==> config.mk <==
export PLATFORM = sky130hd
export DESIGN_NAME = fpalu_front_flat
export DESIGN_NICKNAME = d
export VERILOG_FILES = /design/src/rtl/fpalu_pkg.sv /design/src/rtl/fpalu_if.sv /design/src/rtl/fpalu_front.sv /design/src/flat_wrapper.sv
export SDC_FILE = /design/constraint.sdc
export NUM_CORES = 1
export LEC_CHECK = 0
export ABC_AREA = 1
export BUFFER_PORTS_ARGS = -buffer_cell sky130_fd_sc_hd__buf_2
export CORE_MARGIN = 2
export CORE_UTILIZATION = 45
export DETAILED_ROUTE_END_ITERATION = 7
export PLACE_DENSITY = 0.91
export SLEW_MARGIN = 20
export SYNTH_ARGS = -nofsm -noshare
export SYNTH_HDL_FRONTEND = slang
export SYNTH_SLANG_ARGS = --single-unit
==> constraint.sdc <==
create_clock -name vclk -period 2.08
set_input_delay 0.208 -clock vclk [all_inputs]
set_output_delay 0.208 -clock vclk [all_outputs]
set_load 0.005 [all_outputs]
==> src/rtl/fpalu_pkg.sv <==
package fpalu_pkg;

    localparam int WORD_WIDTH = 32;
    localparam int FRAC_BITS  = 8;
    localparam int QUO_WIDTH  = WORD_WIDTH + FRAC_BITS;
    localparam int PACK_WIDTH = 2 * WORD_WIDTH + 1;
    localparam int QUEUE_DEPTH = 4;
    localparam int QPTR_WIDTH  = $clog2(QUEUE_DEPTH);

    typedef logic signed [WORD_WIDTH-1:0] word_t;
    typedef logic [WORD_WIDTH-1:0]        mag_t;

    typedef enum logic [3:0] {
        OP_ADD      = 4'd0,
        OP_SUB      = 4'd1,
        OP_MUL      = 4'd2,
        OP_DIV      = 4'd3,
        OP_GT       = 4'd4,
        OP_LT       = 4'd5,
        OP_GE       = 4'd6,
        OP_LE       = 4'd7,
        OP_EQ       = 4'd8,
        OP_NE       = 4'd9,
        OP_MIN      = 4'd10,
        OP_MAX      = 4'd11,
        OP_INC      = 4'd12,
        OP_DEC      = 4'd13,
        OP_TO_INT   = 4'd14,
        OP_FROM_INT = 4'd15
    } opcode_t;

    typedef enum logic [1:0] {
        CLS_SIMPLE,
        CLS_MUL,
        CLS_DIV,
        CLS_DIV_ZERO
    } class_t;

    typedef struct packed {
        opcode_t op;
        class_t  cls;
        word_t   a;
        word_t   b;
        mag_t    ma;
        mag_t    mb;
        logic    neg;
    } entry_t;

    typedef struct packed {
        word_t value;
        logic  ovf;
    } packed_t;

    function automatic packed_t pack_word(input logic neg, input logic [PACK_WIDTH-1:0] mag);
        logic [PACK_WIDTH-1:0] lim;
        logic [PACK_WIDTH-1:0] m;
        packed_t               r;
        lim = {{(PACK_WIDTH-WORD_WIDTH){1'b0}}, 1'b1, {(WORD_WIDTH-1){1'b0}}};
        if (!neg)
        begin
            lim = lim - 1'b1;
        end
        r.ovf = (mag > lim);
        m = r.ovf ? lim : mag;
        r.value = neg ? word_t'(~m[WORD_WIDTH-1:0] + 1'b1) : word_t'(m[WORD_WIDTH-1:0]);
        return r;
    endfunction

endpackage

==> src/rtl/fpalu_if.sv <==
interface fpalu_in_if;
    logic                    valid;
    logic                    ready;
    logic [3:0]              opcode;
    fpalu_pkg::word_t        operand_a;
    fpalu_pkg::word_t        operand_b;

    modport source (output valid, output opcode, output operand_a, output operand_b,
                    input ready);
    modport sink   (input valid, input opcode, input operand_a, input operand_b,
                    output ready);
endinterface


==> src/rtl/fpalu_front.sv <==
module fpalu_front (
    fpalu_in_if.sink          in,
    input  logic              full,
    output logic              push,
    output fpalu_pkg::entry_t entry
);

    fpalu_pkg::opcode_t op;

    assign op       = fpalu_pkg::opcode_t'(in.opcode);
    assign in.ready = !full;
    assign push     = in.valid && !full;

    always_comb
    begin
        entry.op  = op;
        entry.a   = in.operand_a;
        entry.b   = in.operand_b;
        entry.ma  = in.operand_a[fpalu_pkg::WORD_WIDTH-1] ?
                    fpalu_pkg::mag_t'(~in.operand_a + 1'b1) : fpalu_pkg::mag_t'(in.operand_a);
        entry.mb  = in.operand_b[fpalu_pkg::WORD_WIDTH-1] ?
                    fpalu_pkg::mag_t'(~in.operand_b + 1'b1) : fpalu_pkg::mag_t'(in.operand_b);
        entry.neg = in.operand_a[fpalu_pkg::WORD_WIDTH-1] ^ in.operand_b[fpalu_pkg::WORD_WIDTH-1];
        unique case (op)
            fpalu_pkg::OP_MUL: entry.cls = fpalu_pkg::CLS_MUL;
            fpalu_pkg::OP_DIV: entry.cls = (in.operand_b == '0) ?
                                           fpalu_pkg::CLS_DIV_ZERO : fpalu_pkg::CLS_DIV;
            default:           entry.cls = fpalu_pkg::CLS_SIMPLE;
        endcase
    end

endmodule

==> src/flat_wrapper.sv <==
// flat-port wrapper written by rule: the top's interface ports become plain ports
module fpalu_front_flat 
  (full, push, entry, in_valid, in_opcode, in_operand_a, in_operand_b, in_ready);
  fpalu_in_if in_i ();
  input  logic full;
  output logic push;
  output fpalu_pkg::entry_t entry;
  input wire logic [$bits(in_i.valid)-1:0] in_valid;
  input wire logic [$bits(in_i.opcode)-1:0] in_opcode;
  input wire logic [$bits(in_i.operand_a)-1:0] in_operand_a;
  input wire logic [$bits(in_i.operand_b)-1:0] in_operand_b;
  output wire logic [$bits(in_i.ready)-1:0] in_ready;
  assign in_i.valid = in_valid;
  assign in_i.opcode = in_opcode;
  assign in_i.operand_a = in_operand_a;
  assign in_i.operand_b = in_operand_b;
  assign in_ready = in_i.ready;
  fpalu_front u_core (.in(in_i), .full(full), .push(push), .entry(entry));
endmodule
-- Yosys cells after proc, flatten, opt, wreduce, memory -nomap -nowiden
Index checks and enable logic that the tools add are counted.
- flip-flop bits (word level): 0
- input bits: 70
- output and inout port bits: 137
- word-level logic and storage cells: 14
- add/sub/neg operators: 2
- equal/unequal tests: 2
- muxes and demuxes: 4
- bitwise gates (word level): 3
- reduce and logical (&&, ||, !) cells: 3
- operator list (kind ; count):
    32-bit by 1-bit adder with 32-bit output (second input constant) ; 2
    32-bit two-way mux ; 2
    32-bit NOT ; 2
    32-bit zero test ; 1
    4-bit by 2-bit == test with 1-bit output (second input constant) ; 2
    2-bit case mux with 2 select lines ; 1
    1-bit logical AND ; 1
    1-bit zero test ; 1
    1-bit two-way mux ; 1
    1-bit XOR ; 1

-- Longest topological paths before layout
- word-level depth: 3
- mapped depth: 9

-- Worst setup path before layout
No wires, ideal clock.
- kind: input -> output
- start point: in in_operand_b[0]
- end point: out entry[11] (netlist bit)
- data arrival time: 1073 ps
- slack: 799 ps
- stages on the path: 7
- cells stage by stage: inv_1 ha_1 nand3_2 nor2_4 nor2_2 nor2_4 xor2_1
- RTL lines (item ; line ; RTL):
    from (decl) ; flat_wrapper.sv:11 ; input wire logic [$bits(in_i.operand_b)-1:0] in_operand_b;
    to (decl) ; flat_wrapper.sv:7 ; output fpalu_pkg::entry_t entry;

==> impl_summary.md <==
Status
The run finished with clean final reports.

Clock network
The number of gates resized after CTS is 0. The count of buffers added by post-CTS timing repair for setup is 0. The number of hold-repair buffers added at the cts stage is 0.

Global routing
The via count of the first global-routing pass is 3,077. The initial antenna violation count came to 0. The aggregate global routing overflow is 0. The total global-route track usage is 0.2448. The first-pass GRT wire length is 13,210 µm. The pin count of the biggest net entering global routing is 32.

Yosys
The post-synthesis average cell area is about 5.1 µm². The combined area of all synthesized cells is approximately 2600 µm². The net count after synthesis is between 500 and 600. After synthesis, the most frequently instantiated cells are 180 x sky130_fd_sc_hd__nand2_1, 94 x sky130_fd_sc_hd__nor2_1, 72 x sky130_fd_sc_hd__buf_4. By area the synthesized netlist is led by sky130_fd_sc_hd__nand2_1 26%, sky130_fd_sc_hd__buf_4 21%, sky130_fd_sc_hd__nor2_1 14%, sky130_fd_sc_hd__inv_1 6.2%, sky130_fd_sc_hd__nand3_1 6.1%. Of the post-synthesis cell area, the dominant cell type holds 0.2587. The number of warnings printed during yosys synthesis is 0. The library cell occupying the most area in the post-synthesis netlist is sky130_fd_sc_hd__nand2_1.

Synthesis instantiated 23 different standard cells from the library. The most instantiated library cell after synthesis is sky130_fd_sc_hd__nand2_1. The share of the yosys chip area belonging to registers is 0. Counting every instance in the synthesized netlist gives around 510.

Setup path
The required time at the endpoint of the critical path is approximately 1.9 ns. The worst path arrival time is around 1.5 ns. Along the worst path, the maximum fanout reaches 5. The startpoint class of the critical path is an input pin. The critical path is of the input pin to output port type.

The capturing element type of the critical path is an output port.

Final layout
From synthesis to final layout, the design area changed by 22.33%. After layout, the clock buffer instance count stands at 0. At the end of the flow, the number of nets in the layout was 721. The sequential cells in the finished layout cover a total of 0 µm². The share of layout cells above drive strength 1 is 0.3725. The number of antenna diodes in the final layout is 0. After routing the design area is roughly 3200 µm². Sequential cells placed in the final layout were counted as 0. The count of cells in the finished layout, fillers not included, comes to 719.

Routing
The remaining design rule violation count is 0. The routed wire length per instance is between 10 and 15 µm. Across all layers, the routed design uses ~3,500 vias. In the routed layout, each cell is associated on average with a via count of approximately 4.9. The count of nets left with antenna violations once routing finished came out at 0. The number of search-and-repair iterations in the first detailed-routing pass is 6. The wire length reported by the detailed router is 8534 µm. The initial DRC count is 163.

Timing
Setup repair after global routing left no endpoint under its margin. The number of hold-slack violations in the final timing report is 0. Dividing the final minimum period by the clock period gives 0.8161. Timing would allow up to about 590 MHz. For the pin with the worst max-slew slack, the measured transition is 0.2967 ns. The number of endpoints failing setup at the final stage is 0. The final critical path time including I/O delays and setup is 1.697 ns. The worst max-slew margin expressed relative to the limit is 0.8001. The total count of max-transition violations in the final report was 0. The setup TNS is 0 ns.

Hold path
In this run the most critical hold path is launched from in_opcode[2]. For hold timing, the worst endpoint is entry[133]. The hold-critical path depth is 2.

The classification of the worst-slack hold path is input pin to output port.

Floorplan
The die outline width is approximately 80 µm. The die outline height is between 80 and 90 µm. After floorplanning, the core was divided into 27 placement rows.

207 I/O pins were placed. The area of the die is around 6400 µm². For this configuration, the core starts out at a cell density of 0.4713. After floorplanning, the core was sized to cover 5540 µm².

Pwr
For this design the static power due to leakage is approximately 1.9 nW. The maximum ir drop on the vdd rail is ~120 µV. Power spread over the standard cell area amounts to roughly 200 nW/µm².

Placed design
At the end of routability-driven placement, the weighted congestion stood at between 0.9 and 1. The detailed placer's ending HPWL is between 7000 and 8000 µm. The placed cell count is 719.

The total placed instance area is around 3200 µm². Input and output buffers added on the ports amount to 207.

Flow run
Max-cap violations in this run came to 0.
## report_power, final
group          total [W]  switching, W  internal (W)  leakage [nW]
sequential             0             0             0             0
clock                  0             0             0             0
combinational   0.000651      0.000368      0.000283          1.86
total           0.000651      0.000368      0.000283          1.86
## cell type report
type / count / area [µm²]
fillers: 578 / 2346
repair buffers: 209 / 1051
inverters: 44 / 165.2
well taps: 72 / 90.09
multi-input cells: 394 / 1888
## metrics by stage
| stage | util | total power [W] | hold WS (ns) | setup slack (ns) |
|---|---|---|---|---|
| floorplan | - | 0.0004001 | 0.4425 | 0.7993 |
| global placement | 0.5766 | 0.0006377 | 0.5920 | 0.4426 |
| detailed placement | 0.5766 | 0.0006492 | 0.5944 | 0.3646 |
| CTS | 0.5766 | 0.0006522 | 0.5944 | 0.3638 |
| global route | 0.5766 | 0.0007262 | 0.5981 | 0.2433 |
| finish | 0.5766 | 0.0006509 | 0.5924 | 0.3826 |
## worst max-delay path: stages
cell and delay (ns):
sky130_fd_sc_hd__buf_2 0.11, sky130_fd_sc_hd__inv_1 0.08, sky130_fd_sc_hd__ha_1 0.21, sky130_fd_sc_hd__nand3_2 0.12, sky130_fd_sc_hd__nor2_4 0.20, sky130_fd_sc_hd__nor2_2 0.08, sky130_fd_sc_hd__nor2_4 0.19, sky130_fd_sc_hd__nand2_1 0.08
sky130_fd_sc_hd__nand2_1 0.06, sky130_fd_sc_hd__nand2_1 0.04, sky130_fd_sc_hd__buf_2 0.12
## placed cells by master, fill, tap and decap left out, drive strengths merged, types with 4 or more instances in the layout
cell,instances
nor2,115
nand4,4
xnor2,16
o21ai,11
nand2,186
xor2,15
nand3,33
nand3b,7
inv,44
buf,209
## worst max path at each step
stage                    startpoint  cells after the start         to
finish              in_operand_b[0]                     11  entry[19]
detailed placement  in_operand_b[0]                     11  entry[27]
global placement    in_operand_b[0]                     11  entry[19]
global route        in_operand_b[0]                     11  entry[27]
CTS                 in_operand_b[0]                     11  entry[27]
floorplan           in_operand_b[0]                      7  entry[11]
## cell families (layout without fill, tap and decap cells)
kind of cell / Yosys count / count (layout) / share of synthesized area
AO/OA/AOI/OAI: 13 / 13 / 0.02779
XOR/XNOR: 31 / 31 / 0.1040
adder cells (fa/ha/maj): 2 / 2 / 0.009582
buffers and inverters: 120 / 253 / 0.2769
AND/OR/NAND/NOR: 348 / 348 / 0.5817
## metal layers
metal  vias up  global-route usage  part of all wire
li1       1775                   -                 -
met1      1532              0.2727              0.38
met2       199              0.4975              0.52
met3        12             0.01573             0.083
met4         0             0.05085             0.012
met5         -                   0                 0
Power figures use the tool's default switching activity.
