===== src/rtl/fpalu_pkg.sv =====
package fpalu_pkg;

    localparam int WORD_WIDTH = 32;
    localparam int FRAC_BITS  = 8;
    localparam int QUO_WIDTH  = WORD_WIDTH + FRAC_BITS;
    localparam int PACK_WIDTH = 2 * WORD_WIDTH + 1;
    localparam int QUEUE_DEPTH = 4;
    localparam int QPTR_WIDTH  = $clog2(QUEUE_DEPTH);

    typedef logic signed [WORD_WIDTH-1:0] word_t;
    typedef logic [WORD_WIDTH-1:0]        mag_t;

    typedef enum logic [3:0] {
        OP_ADD      = 4'd0,
        OP_SUB      = 4'd1,
        OP_MUL      = 4'd2,
        OP_DIV      = 4'd3,
        OP_GT       = 4'd4,
        OP_LT       = 4'd5,
        OP_GE       = 4'd6,
        OP_LE       = 4'd7,
        OP_EQ       = 4'd8,
        OP_NE       = 4'd9,
        OP_MIN      = 4'd10,
        OP_MAX      = 4'd11,
        OP_INC      = 4'd12,
        OP_DEC      = 4'd13,
        OP_TO_INT   = 4'd14,
        OP_FROM_INT = 4'd15
    } opcode_t;

    typedef enum logic [1:0] {
        CLS_SIMPLE,
        CLS_MUL,
        CLS_DIV,
        CLS_DIV_ZERO
    } class_t;

    typedef struct packed {
        opcode_t op;
        class_t  cls;
        word_t   a;
        word_t   b;
        mag_t    ma;
        mag_t    mb;
        logic    neg;
    } entry_t;

    typedef struct packed {
        word_t value;
        logic  ovf;
    } packed_t;

    function automatic packed_t pack_word(input logic neg, input logic [PACK_WIDTH-1:0] mag);
        logic [PACK_WIDTH-1:0] lim;
        logic [PACK_WIDTH-1:0] m;
        packed_t               r;
        lim = {{(PACK_WIDTH-WORD_WIDTH){1'b0}}, 1'b1, {(WORD_WIDTH-1){1'b0}}};
        if (!neg)
        begin
            lim = lim - 1'b1;
        end
        r.ovf = (mag > lim);
        m = r.ovf ? lim : mag;
        r.value = neg ? word_t'(~m[WORD_WIDTH-1:0] + 1'b1) : word_t'(m[WORD_WIDTH-1:0]);
        return r;
    endfunction

endpackage


===== src/rtl/fpalu_queue.sv =====
module fpalu_queue (
    input  logic              clk,
    input  logic              rst_n,
    input  logic              push,
    input  fpalu_pkg::entry_t push_data,
    output logic              full,
    input  logic              pop,
    output logic              empty,
    output fpalu_pkg::entry_t head
);

    fpalu_pkg::entry_t                     mem_reg [fpalu_pkg::QUEUE_DEPTH];
    logic [fpalu_pkg::QPTR_WIDTH-1:0]      wr_ptr_reg;
    logic [fpalu_pkg::QPTR_WIDTH-1:0]      rd_ptr_reg;
    logic [fpalu_pkg::QPTR_WIDTH:0]        count_reg;
    logic [fpalu_pkg::QPTR_WIDTH:0]        count_next;
    logic                                  do_pop;

    assign full   = (count_reg == (fpalu_pkg::QPTR_WIDTH+1)'(fpalu_pkg::QUEUE_DEPTH));
    assign empty  = (count_reg == '0);
    assign do_pop = pop && !empty;
    assign head   = mem_reg[rd_ptr_reg];

    always_comb
    begin
        count_next = count_reg;
        if (push && !do_pop)
        begin
            count_next = count_reg + 1'b1;
        end
        else if (!push && do_pop)
        begin
            count_next = count_reg - 1'b1;
        end
    end

    always_ff @(posedge clk or negedge rst_n)
    begin
        if (!rst_n)
        begin
            wr_ptr_reg <= '0;
            rd_ptr_reg <= '0;
            count_reg  <= '0;
        end
        else
        begin
            count_reg <= count_next;
            if (push)
            begin
                wr_ptr_reg <= wr_ptr_reg + 1'b1;
            end
            if (do_pop)
            begin
                rd_ptr_reg <= rd_ptr_reg + 1'b1;
            end
        end
    end

    always_ff @(posedge clk)
    begin
        if (push)
        begin
            mem_reg[wr_ptr_reg] <= push_data;
        end
    end

endmodule


===== config.mk =====
export PLATFORM = sky130hd
export DESIGN_NAME = fpalu_queue
export DESIGN_NICKNAME = d
export VERILOG_FILES = /design/src/rtl/fpalu_pkg.sv /design/src/rtl/fpalu_queue.sv
export SDC_FILE = /design/constraint.sdc
export NUM_CORES = 1
export LEC_CHECK = 0
export BUFFER_PORTS_ARGS = -buffer_cell sky130_fd_sc_hd__buf_2
export CAP_MARGIN = 20
export CORE_ASPECT_RATIO = 2
export CORE_UTILIZATION = 35
export DETAILED_ROUTE_END_ITERATION = 10
export PLACE_DENSITY = 0.56
export SLEW_MARGIN = 0
export SYNTH_ARGS = -nofsm -noshare
export SYNTH_HDL_FRONTEND = slang
export SYNTH_SLANG_ARGS = --single-unit

===== constraint.sdc =====
create_clock -name clk -period 5.1 [get_ports clk]
set_clock_uncertainty 0.2 [all_clocks]
set_input_delay 1.02 -clock clk [delete_from_list [all_inputs] [get_ports clk]]
set_output_delay 1.02 -clock clk [all_outputs]
set_load 0.05 [all_outputs]

# ---- After elaboration in Yosys (flattened, before gate mapping)
# Memories as Yosys holds them, arrays and structs flattened.
# Cells that the tools add are included.
dict set report word_totals {
  n_memories 1
  register_bits 7
  latchBits 0
  rom_bits 0
  ram_bits 540
  word_cells 21
  out_inout_bits 137
}
dict set report classes {
  n_reduce_logical 8
  muxes 4
  n_shift 0
  bitwise 0
  n_addsub 4
  magnitude_cmp 0
  eq_ne 1
  div_mod_pow 0
  n_mul 0
}
# memory depth word_bits rd rd_clocked_by_memory_dff write_ports line
set memory_table {}
lappend memory_table {mem_reg 4 135 1 0 1 fpalu_queue.sv:12} ;# fpalu_pkg::entry_t mem_reg [fpalu_pkg::QUEUE_DEPTH];
# cell count
set ops {}
lappend ops {{3-bit 2-to-1 mux} 2}
lappend ops {{2-bit by 1-bit adder with 2-bit output, second input constant} 2}
lappend ops {{3-bit by 1-bit adder with 3-bit output, second input constant} 1}
lappend ops {{3-bit == test, second input constant} 1}
lappend ops {{1-bit logical AND} 3}
lappend ops {{1-bit logical NOT} 3}
lappend ops {{3-bit logical NOT} 1}
lappend ops {{3-bit by 1-bit subtractor with 3-bit output, second input constant} 1}
lappend ops {{1-bit 2-to-1 mux} 2}
lappend ops {{2-bit nonzero test} 1}

# ---- Logic depth before layout (Yosys ltp)
# Gate-level depths: netlist (run 1).
dict set report depth {
  depth_word 6
  depth_mapped 8
  depth_no_buf 8
}

# ---- Worst setup path after synthesis (run 1)
# Ideal clock, no wire load.
dict set report synth_timing {
  kind {input-to-reg}
  from {input port push}
  to {memory mem_reg[0][0] in the netlist's numbering (enable)}
  t_arrival_ns 4.109
  setup_ns 0.510
  path_slack_ns 0.281
  stages 1
  n_path_buf 0
  path_cell_list {and2_1}
}
dict set report synth_between {
  elab_chain_len 2
}
# item line
set synth_rtl {}
lappend synth_rtl {{start, declared} fpalu_queue.sv:4} ;# input logic push,
lappend synth_rtl {{1-bit 2-to-1 mux} fpalu_queue.sv:61} ;# if (push)
lappend synth_rtl {{1-bit 2-to-1 mux (implied by the code)} fpalu_queue.sv:63} ;# mem_reg[wr_ptr_reg] <= push_data;
lappend synth_rtl {{end, declared} fpalu_queue.sv:12}
# No other way between the ends.

==> results of run 1 <==
kinds of logic after synthesis:
logic type | Yosys count | share of synthesized area, %
AO/OA/AOI/OAI | 1 | 0.0252
multiplexers | 136 | 15.4
adder cells (fa/ha/maj) | 6 | 0.416
XOR/XNOR | 6 | 0.265
buffers and inverters | 34 | 1.15
AND/OR/NAND/NOR | 10 | 0.277
flip-flops | 547 | 82.5
cells in the mapped netlist:
| cell | count |
|---|---|
| dfrtp_1 | 7 |
| nor3b_1 | 1 |
| edfxtp_1 | 540 |
| ha_1 | 5 |
| buf_1 | 2 |
| nor2_1 | 1 |
| nand2_1 | 2 |
| buf_6 | 8 |
| xnor2_1 | 3 |
| or3_1 | 1 |
| clkbuf_1 | 1 |
| fa_1 | 1 |
| and2_1 | 4 |
| xor2_1 | 3 |
| o21ai_0 | 1 |
| mux2_2 | 1 |
| inv_1 | 4 |
| nand3_1 | 1 |
| buf_2 | 12 |
| buf_4 | 7 |
| mux4_2 | 135 |
how the worst max path moves through the flow:
| stage | to |
|---|---|
| after floorplan | mem_reg[0][0]$_DFFE_PP_ |
| after global placement | head[51] |
| after detailed placement | head[51] |
| after CTS | head[51] |
| after global routing | head[51] |
| final | head[51] |
worst register-to-register path, delay by kind of cell, from the launching register on:
family | cells | cell delay (ps)
buf+inv | 2 | 690
fa+ha+maj | 1 | 140
flops | 1 | 420
simple gates | 1 | 550
metrics by stage:
| step | area, sq um | worst slack (ps) | utilization (%) | power [uW] | std cells |
|---|---|---|---|---|---|
| after floorplan | 19900 | 281 | - | 11000 | 740 |
| after global placement | 22200 | 1610 | 39.6 | 12500 | 1755 |
| after detailed placement | 22200 | 1610 | 39.6 | 12600 | 1755 |
| after CTS | 23700 | 962 | 42.2 | 16000 | 1843 |
| after global routing | 23700 | 892 | 42.2 | 16400 | 1843 |
| final | 23700 | 1070 | 42.2 | 15700 | 1844 |
area by class of cell:
| class | count | area [sq um] | share of cell area, % |
|---|---|---|---|
| inverters | 4 | 15.0 | 0.0634 |
| clock buffers | 61 | 1230 | 5.19 |
| multi-input cells | 159 | 3260 | 13.7 |
| diodes | 1 | 2.50 | 0.0106 |
| well taps | 750 | 938 | 3.96 |
| flip-flops and latches | 547 | 16400 | 69.2 |
| clock inverters | 27 | 240 | 1.01 |
| repair buffers | 295 | 1610 | 6.81 |
power by group:
| group | switching (uW) | leakage (uW) | internal [uW] |
|---|---|---|---|
| clock network | 1560 | 0.000723 | 1870 |
| registers | 313 | 0.00504 | 5870 |
| logic | 4300 | 0.00219 | 1790 |
metal layers:
metal  GRT usage, %  vias to the layer above
li1               -                     3835
met1           15.8                     4596
met2           26.4                      251
met3           3.08                       56
met4           5.11                        4
met5              0                        -
==> flow_summary.ini, run 1 <==
[synthesis]
ys_top_cells_by_area = edfxtp_1, mux4_2, dfrtp_1
syn_inst = 740
synth-seq-cells = 547
yosys_warnings = 0
syn_avg_cell_area_sq_um = 26.8
synth_top_cell_by_area = edfxtp_1
netlist.area_leader.share_pct = 81.6
synth_nets = 885
seq_area_frac_synth_pct = 82.5
synthesis.area_sq_um = 19900
synth.distinct_cells = 21

[route]
drc = 0
drtIter0Drc = 497
wl_met2_microns = 22300
top_layer = met5
wl_met3_microns = 2230
drt-met1-wl_microns = 14900
wl_per_cell_microns = 22.0
routed_via_density = 4.74
vias = 8742
postRouteWirelength_microns = 40500
dr.pass1.iters = 4
drtAntennaViolNets = 0

[timing]
rsz0062_at_grt = no
finalMaxSlewViolations = 0
period_minus_slack_ps = 4030
fin_crit_sh_pct = 78.9
relSlewSlack_pct = 44.6
tns_ps = 0
setup_violations = 0
finalHoldViolCount = 0
fmax_ghz = 0.248
worstMarginPinSlew_ps = 830
fin_hold_ws_ps = 64.9

[grt]
antenna_found_initial = 3
overflow = 0
grt_pass1_wl_microns = 60200
grt_pass1_vias = 9553
grt_max_degree = 74
grtUsageTotal_pct = 14.3

[worst_setup_path]
crit_cells = 3
rr_startpoint = wr_ptr_reg[0]$_DFFE_PN0P_
cp-end-kind = output pin
cp-startpoint = rd_ptr_reg[0]$_DFFE_PN0P_
crit_buf_inv = 2
reg2reg_to = mem_reg[0][82]$_DFFE_PP_
path_cells = buf_4 > mux4_2 > buf_2
critical-path-max-stage-delay_ps = 970
worst-r2r-cell-count = 4
path_max_fanout = 37
worstPathArrival_ps = 2810
r2r_slack_ps = 2730
critPathKind = register to output pin
cp-start-kind = register
cp_top_family = flip-flops
crit_slowest_cell = dfrtp_4
critPathRequiredTime_ps = 3880

[power_and_ir_drop]
leakage_uw = 0.00796
p_per_area_nw_per_um2 = 663
vdd.ir_drop.worst_mv = 0.505

[die]
die_height_microns = 339
dieArea_sq_um = 57800
num_io_pins = 276
num_rows = 123
start_util_pct = 35.4
dieWidth_microns = 170
core_area_sq_um = 56200

[worst_hold_path]
hold_path_class = input port to async pin

[clock_tree]
cts_buffers = 47
cts-root-buf = clkbuf_16
clk_latency_ps = 580
htreeDepth = 2
post_cts_buffers = 0
cts_tree = yes
clk_pin_slew_ps = 60
ctsResizeCount = 0
cts.sinks = 547
cts_buffer_depth = 3
ctsHoldBuffers = 0

[final_layout]
final_cell_mix = edfxtp_1, buf_2, mux4_2
drive_gt1_share_pct = 45.9
largest_reg_flops = 540
synthToLayoutAreaGrowth_pct = 19.3
fillers = 4907
layout_commonest_cell = edfxtp_1
nets = 1199

[status]
status = completed

[place]
gp_congestion = 0.700
port_buffers = 275
dpl.hpwl_microns = 25300

[flow_run]
cap_violations = 0
(Power assumes the default switching activity.)
==> run 2, diff against run 1 <==
- PLACE_DENSITY: 0.56 -> 0.58
- clock period: 5.1 -> 3.3 ns (I/O delays scaled with it)
==> flow_summary.ini, run 2 (synthesis gave the netlist of run 1 again) <==
[status]
status = completed

[power_and_ir_drop]
p_per_area_nw_per_um2 = 1030
finalPower_uw = 24800
leakage_uw = 0.00817
p_int_uw = 15200
vdd.ir_drop.worst_mv = 0.716
combPwrFrac_pct = 39.7
p_sw_share_pct = 38.6
seqPwrFrac_pct = 38.2
switchingPower_uw = 9580
clkPwrFrac_pct = 22.2

[place]
placed_cell_area_sq_um = 22600
port_buffers = 275
gp_congestion = 0.709
dpl.hpwl_microns = 26700

[grt]
grt_max_degree = 56
grt_pass1_wl_microns = 60300
grtUsageTotal_pct = 14.3
grt_pass1_vias = 9888
overflow = 0
antenna_found_initial = 9

[final_layout]
final_area_sq_um = 24100
utilization_pct = 43.0
fillers = 4817
largest_reg_flops = 540
final_cell_mix = edfxtp_1, buf_2, mux4_2
layout_commonest_cell = edfxtp_1
nets = 1226
drive_gt1_share_pct = 47.3
synthToLayoutAreaGrowth_pct = 21.5

[worst_setup_path]
crit_slowest_cell = dfrtp_4
path_cells = buf_4 > mux4_2 > buf_2
critPathRequiredTime_ps = 2440
cp-start-kind = register
r2r_slack_ps = 990
critPathCapture = head[83]
reg2reg_to = count_reg[2]$_DFFE_PN0P_
cp-startpoint = rd_ptr_reg[1]$_DFFE_PN0P_
path_max_fanout = 30
critical-path-max-stage-delay_ps = 820
rr_startpoint = count_reg[1]$_DFFE_PN0P_
critPathKind = register to output pin
worst-r2r-cell-count = 8
worstPathArrival_ps = 2350
cp-end-kind = output pin

[route]
vias = 8880
routed_via_density = 4.75
postRouteWirelength_microns = 41000
drtAntennaViolNets = 0
drc = 0
wl_per_cell_microns = 21.9
drtIter0Drc = 417
dr.pass1.iters = 4

[timing]
period_minus_slack_ps = 3210
worstMarginPinSlew_ps = 703
fin_crit_sh_pct = 97.2
tns_ps = 0
finalMaxSlewViolations = 0
relSlewSlack_pct = 53.1
fmax_ghz = 0.312
rsz0062_at_grt = yes
setup_violations = 0
finalHoldViolCount = 0

[die]
dieArea_sq_um = 57800
num_rows = 123
dieWidth_microns = 170
core_area_sq_um = 56200
num_io_pins = 276
die_height_microns = 339
start_util_pct = 35.4

[clock_tree]
cts_tree = yes
clk_pin_slew_ps = 70
clk_latency_ps = 560
cts.sinks = 547
cts-root-buf = clkbuf_16
cts_buffers = 47
htreeDepth = 2
cts_buffer_depth = 3

[worst_hold_path]
hold_path_class = input port to register

[flow_run]
cap_violations = 0
[run 2: layer usage]
| layer | share of wire [%] | vias to the layer above | track usage, % |
|---|---|---|---|
| met2 | 57 | 270 | 27.4 |
| met4 | 2.8 | 10 | 5.65 |
| met3 | 5.9 | 74 | 3.50 |
| met5 | 0.16 | - | 0 |
| li1 | - | 3886 | - |
| met1 | 34 | 4640 | 14.5 |
[run 2: power by group through the flow]
stage / sequential, uW / combinational [uW] / clock (uW)
floorplan: 9470 / 7480 / 0
global placement: 9550 / 10000 / 0
detailed placement: 9630 / 10000 / 0
CTS: 9490 / 10100 / 5660
global route: 9580 / 10400 / 5860
finish: 9470 / 9830 / 5500
[run 2: critical path, delay by kind of cell (launching register included)]
family | cells | cell delay (ps)
muxes | 1 | 340
buffers and inverters | 2 | 570
DFF | 1 | 820
[run 2: how the worst min path moves through the flow]
stage          cells after the start  slack, ps                       end                     start
2_1_floorplan                      0        160  count_reg[0]$_DFFE_PN0P_                     rst_n
3_3_place_gp                       1        270  count_reg[2]$_DFFE_PN0P_  count_reg[2]$_DFFE_PN0P_
3_5_place_dp                       1        280  count_reg[2]$_DFFE_PN0P_  count_reg[2]$_DFFE_PN0P_
4_1_cts                            1         50  mem_reg[0][26]$_DFFE_PP_             push_data[26]
5_1_grt                            1         70  mem_reg[3][26]$_DFFE_PP_             push_data[26]
6_report                           1        100  mem_reg[0][65]$_DFFE_PP_             push_data[65]
[run 2: through the flow]
step	setup WS, ps	hold slack (ps)	instances
after floorplan	323	164	740
after global placement	644	266	1780
after detailed placement	621	281	1780
after CTS	8.29	54.3	1866
after global routing	-7.09	71.7	1870
final	93.8	97.9	1870
[run 2: cell type report]
cell class / count / area, sq um / share of cell area [%]
Sequential cell: 547 / 16400 / 67.9
Multi-Input combinational cell: 159 / 3260 / 13.5
Timing Repair Buffer: 322 / 2000 / 8.29
Clock buffer: 59 / 1240 / 5.15
Tap cell: 750 / 938 / 3.89
Clock inverter: 26 / 287 / 1.19
Inverter: 4 / 15.0 / 0.0622
Antenna cell: 3 / 7.51 / 0.0311
[run 2: what timing repair did]
item / in CTS / in global routing
resized for setup: 1 / 1
hold buffers: 1 / 0
gates cloned: 0 / 1
setup buffers: 0 / 0
setup endpoints to repair: 1 / 4
endpoints found under the hold margin: 7 / 0
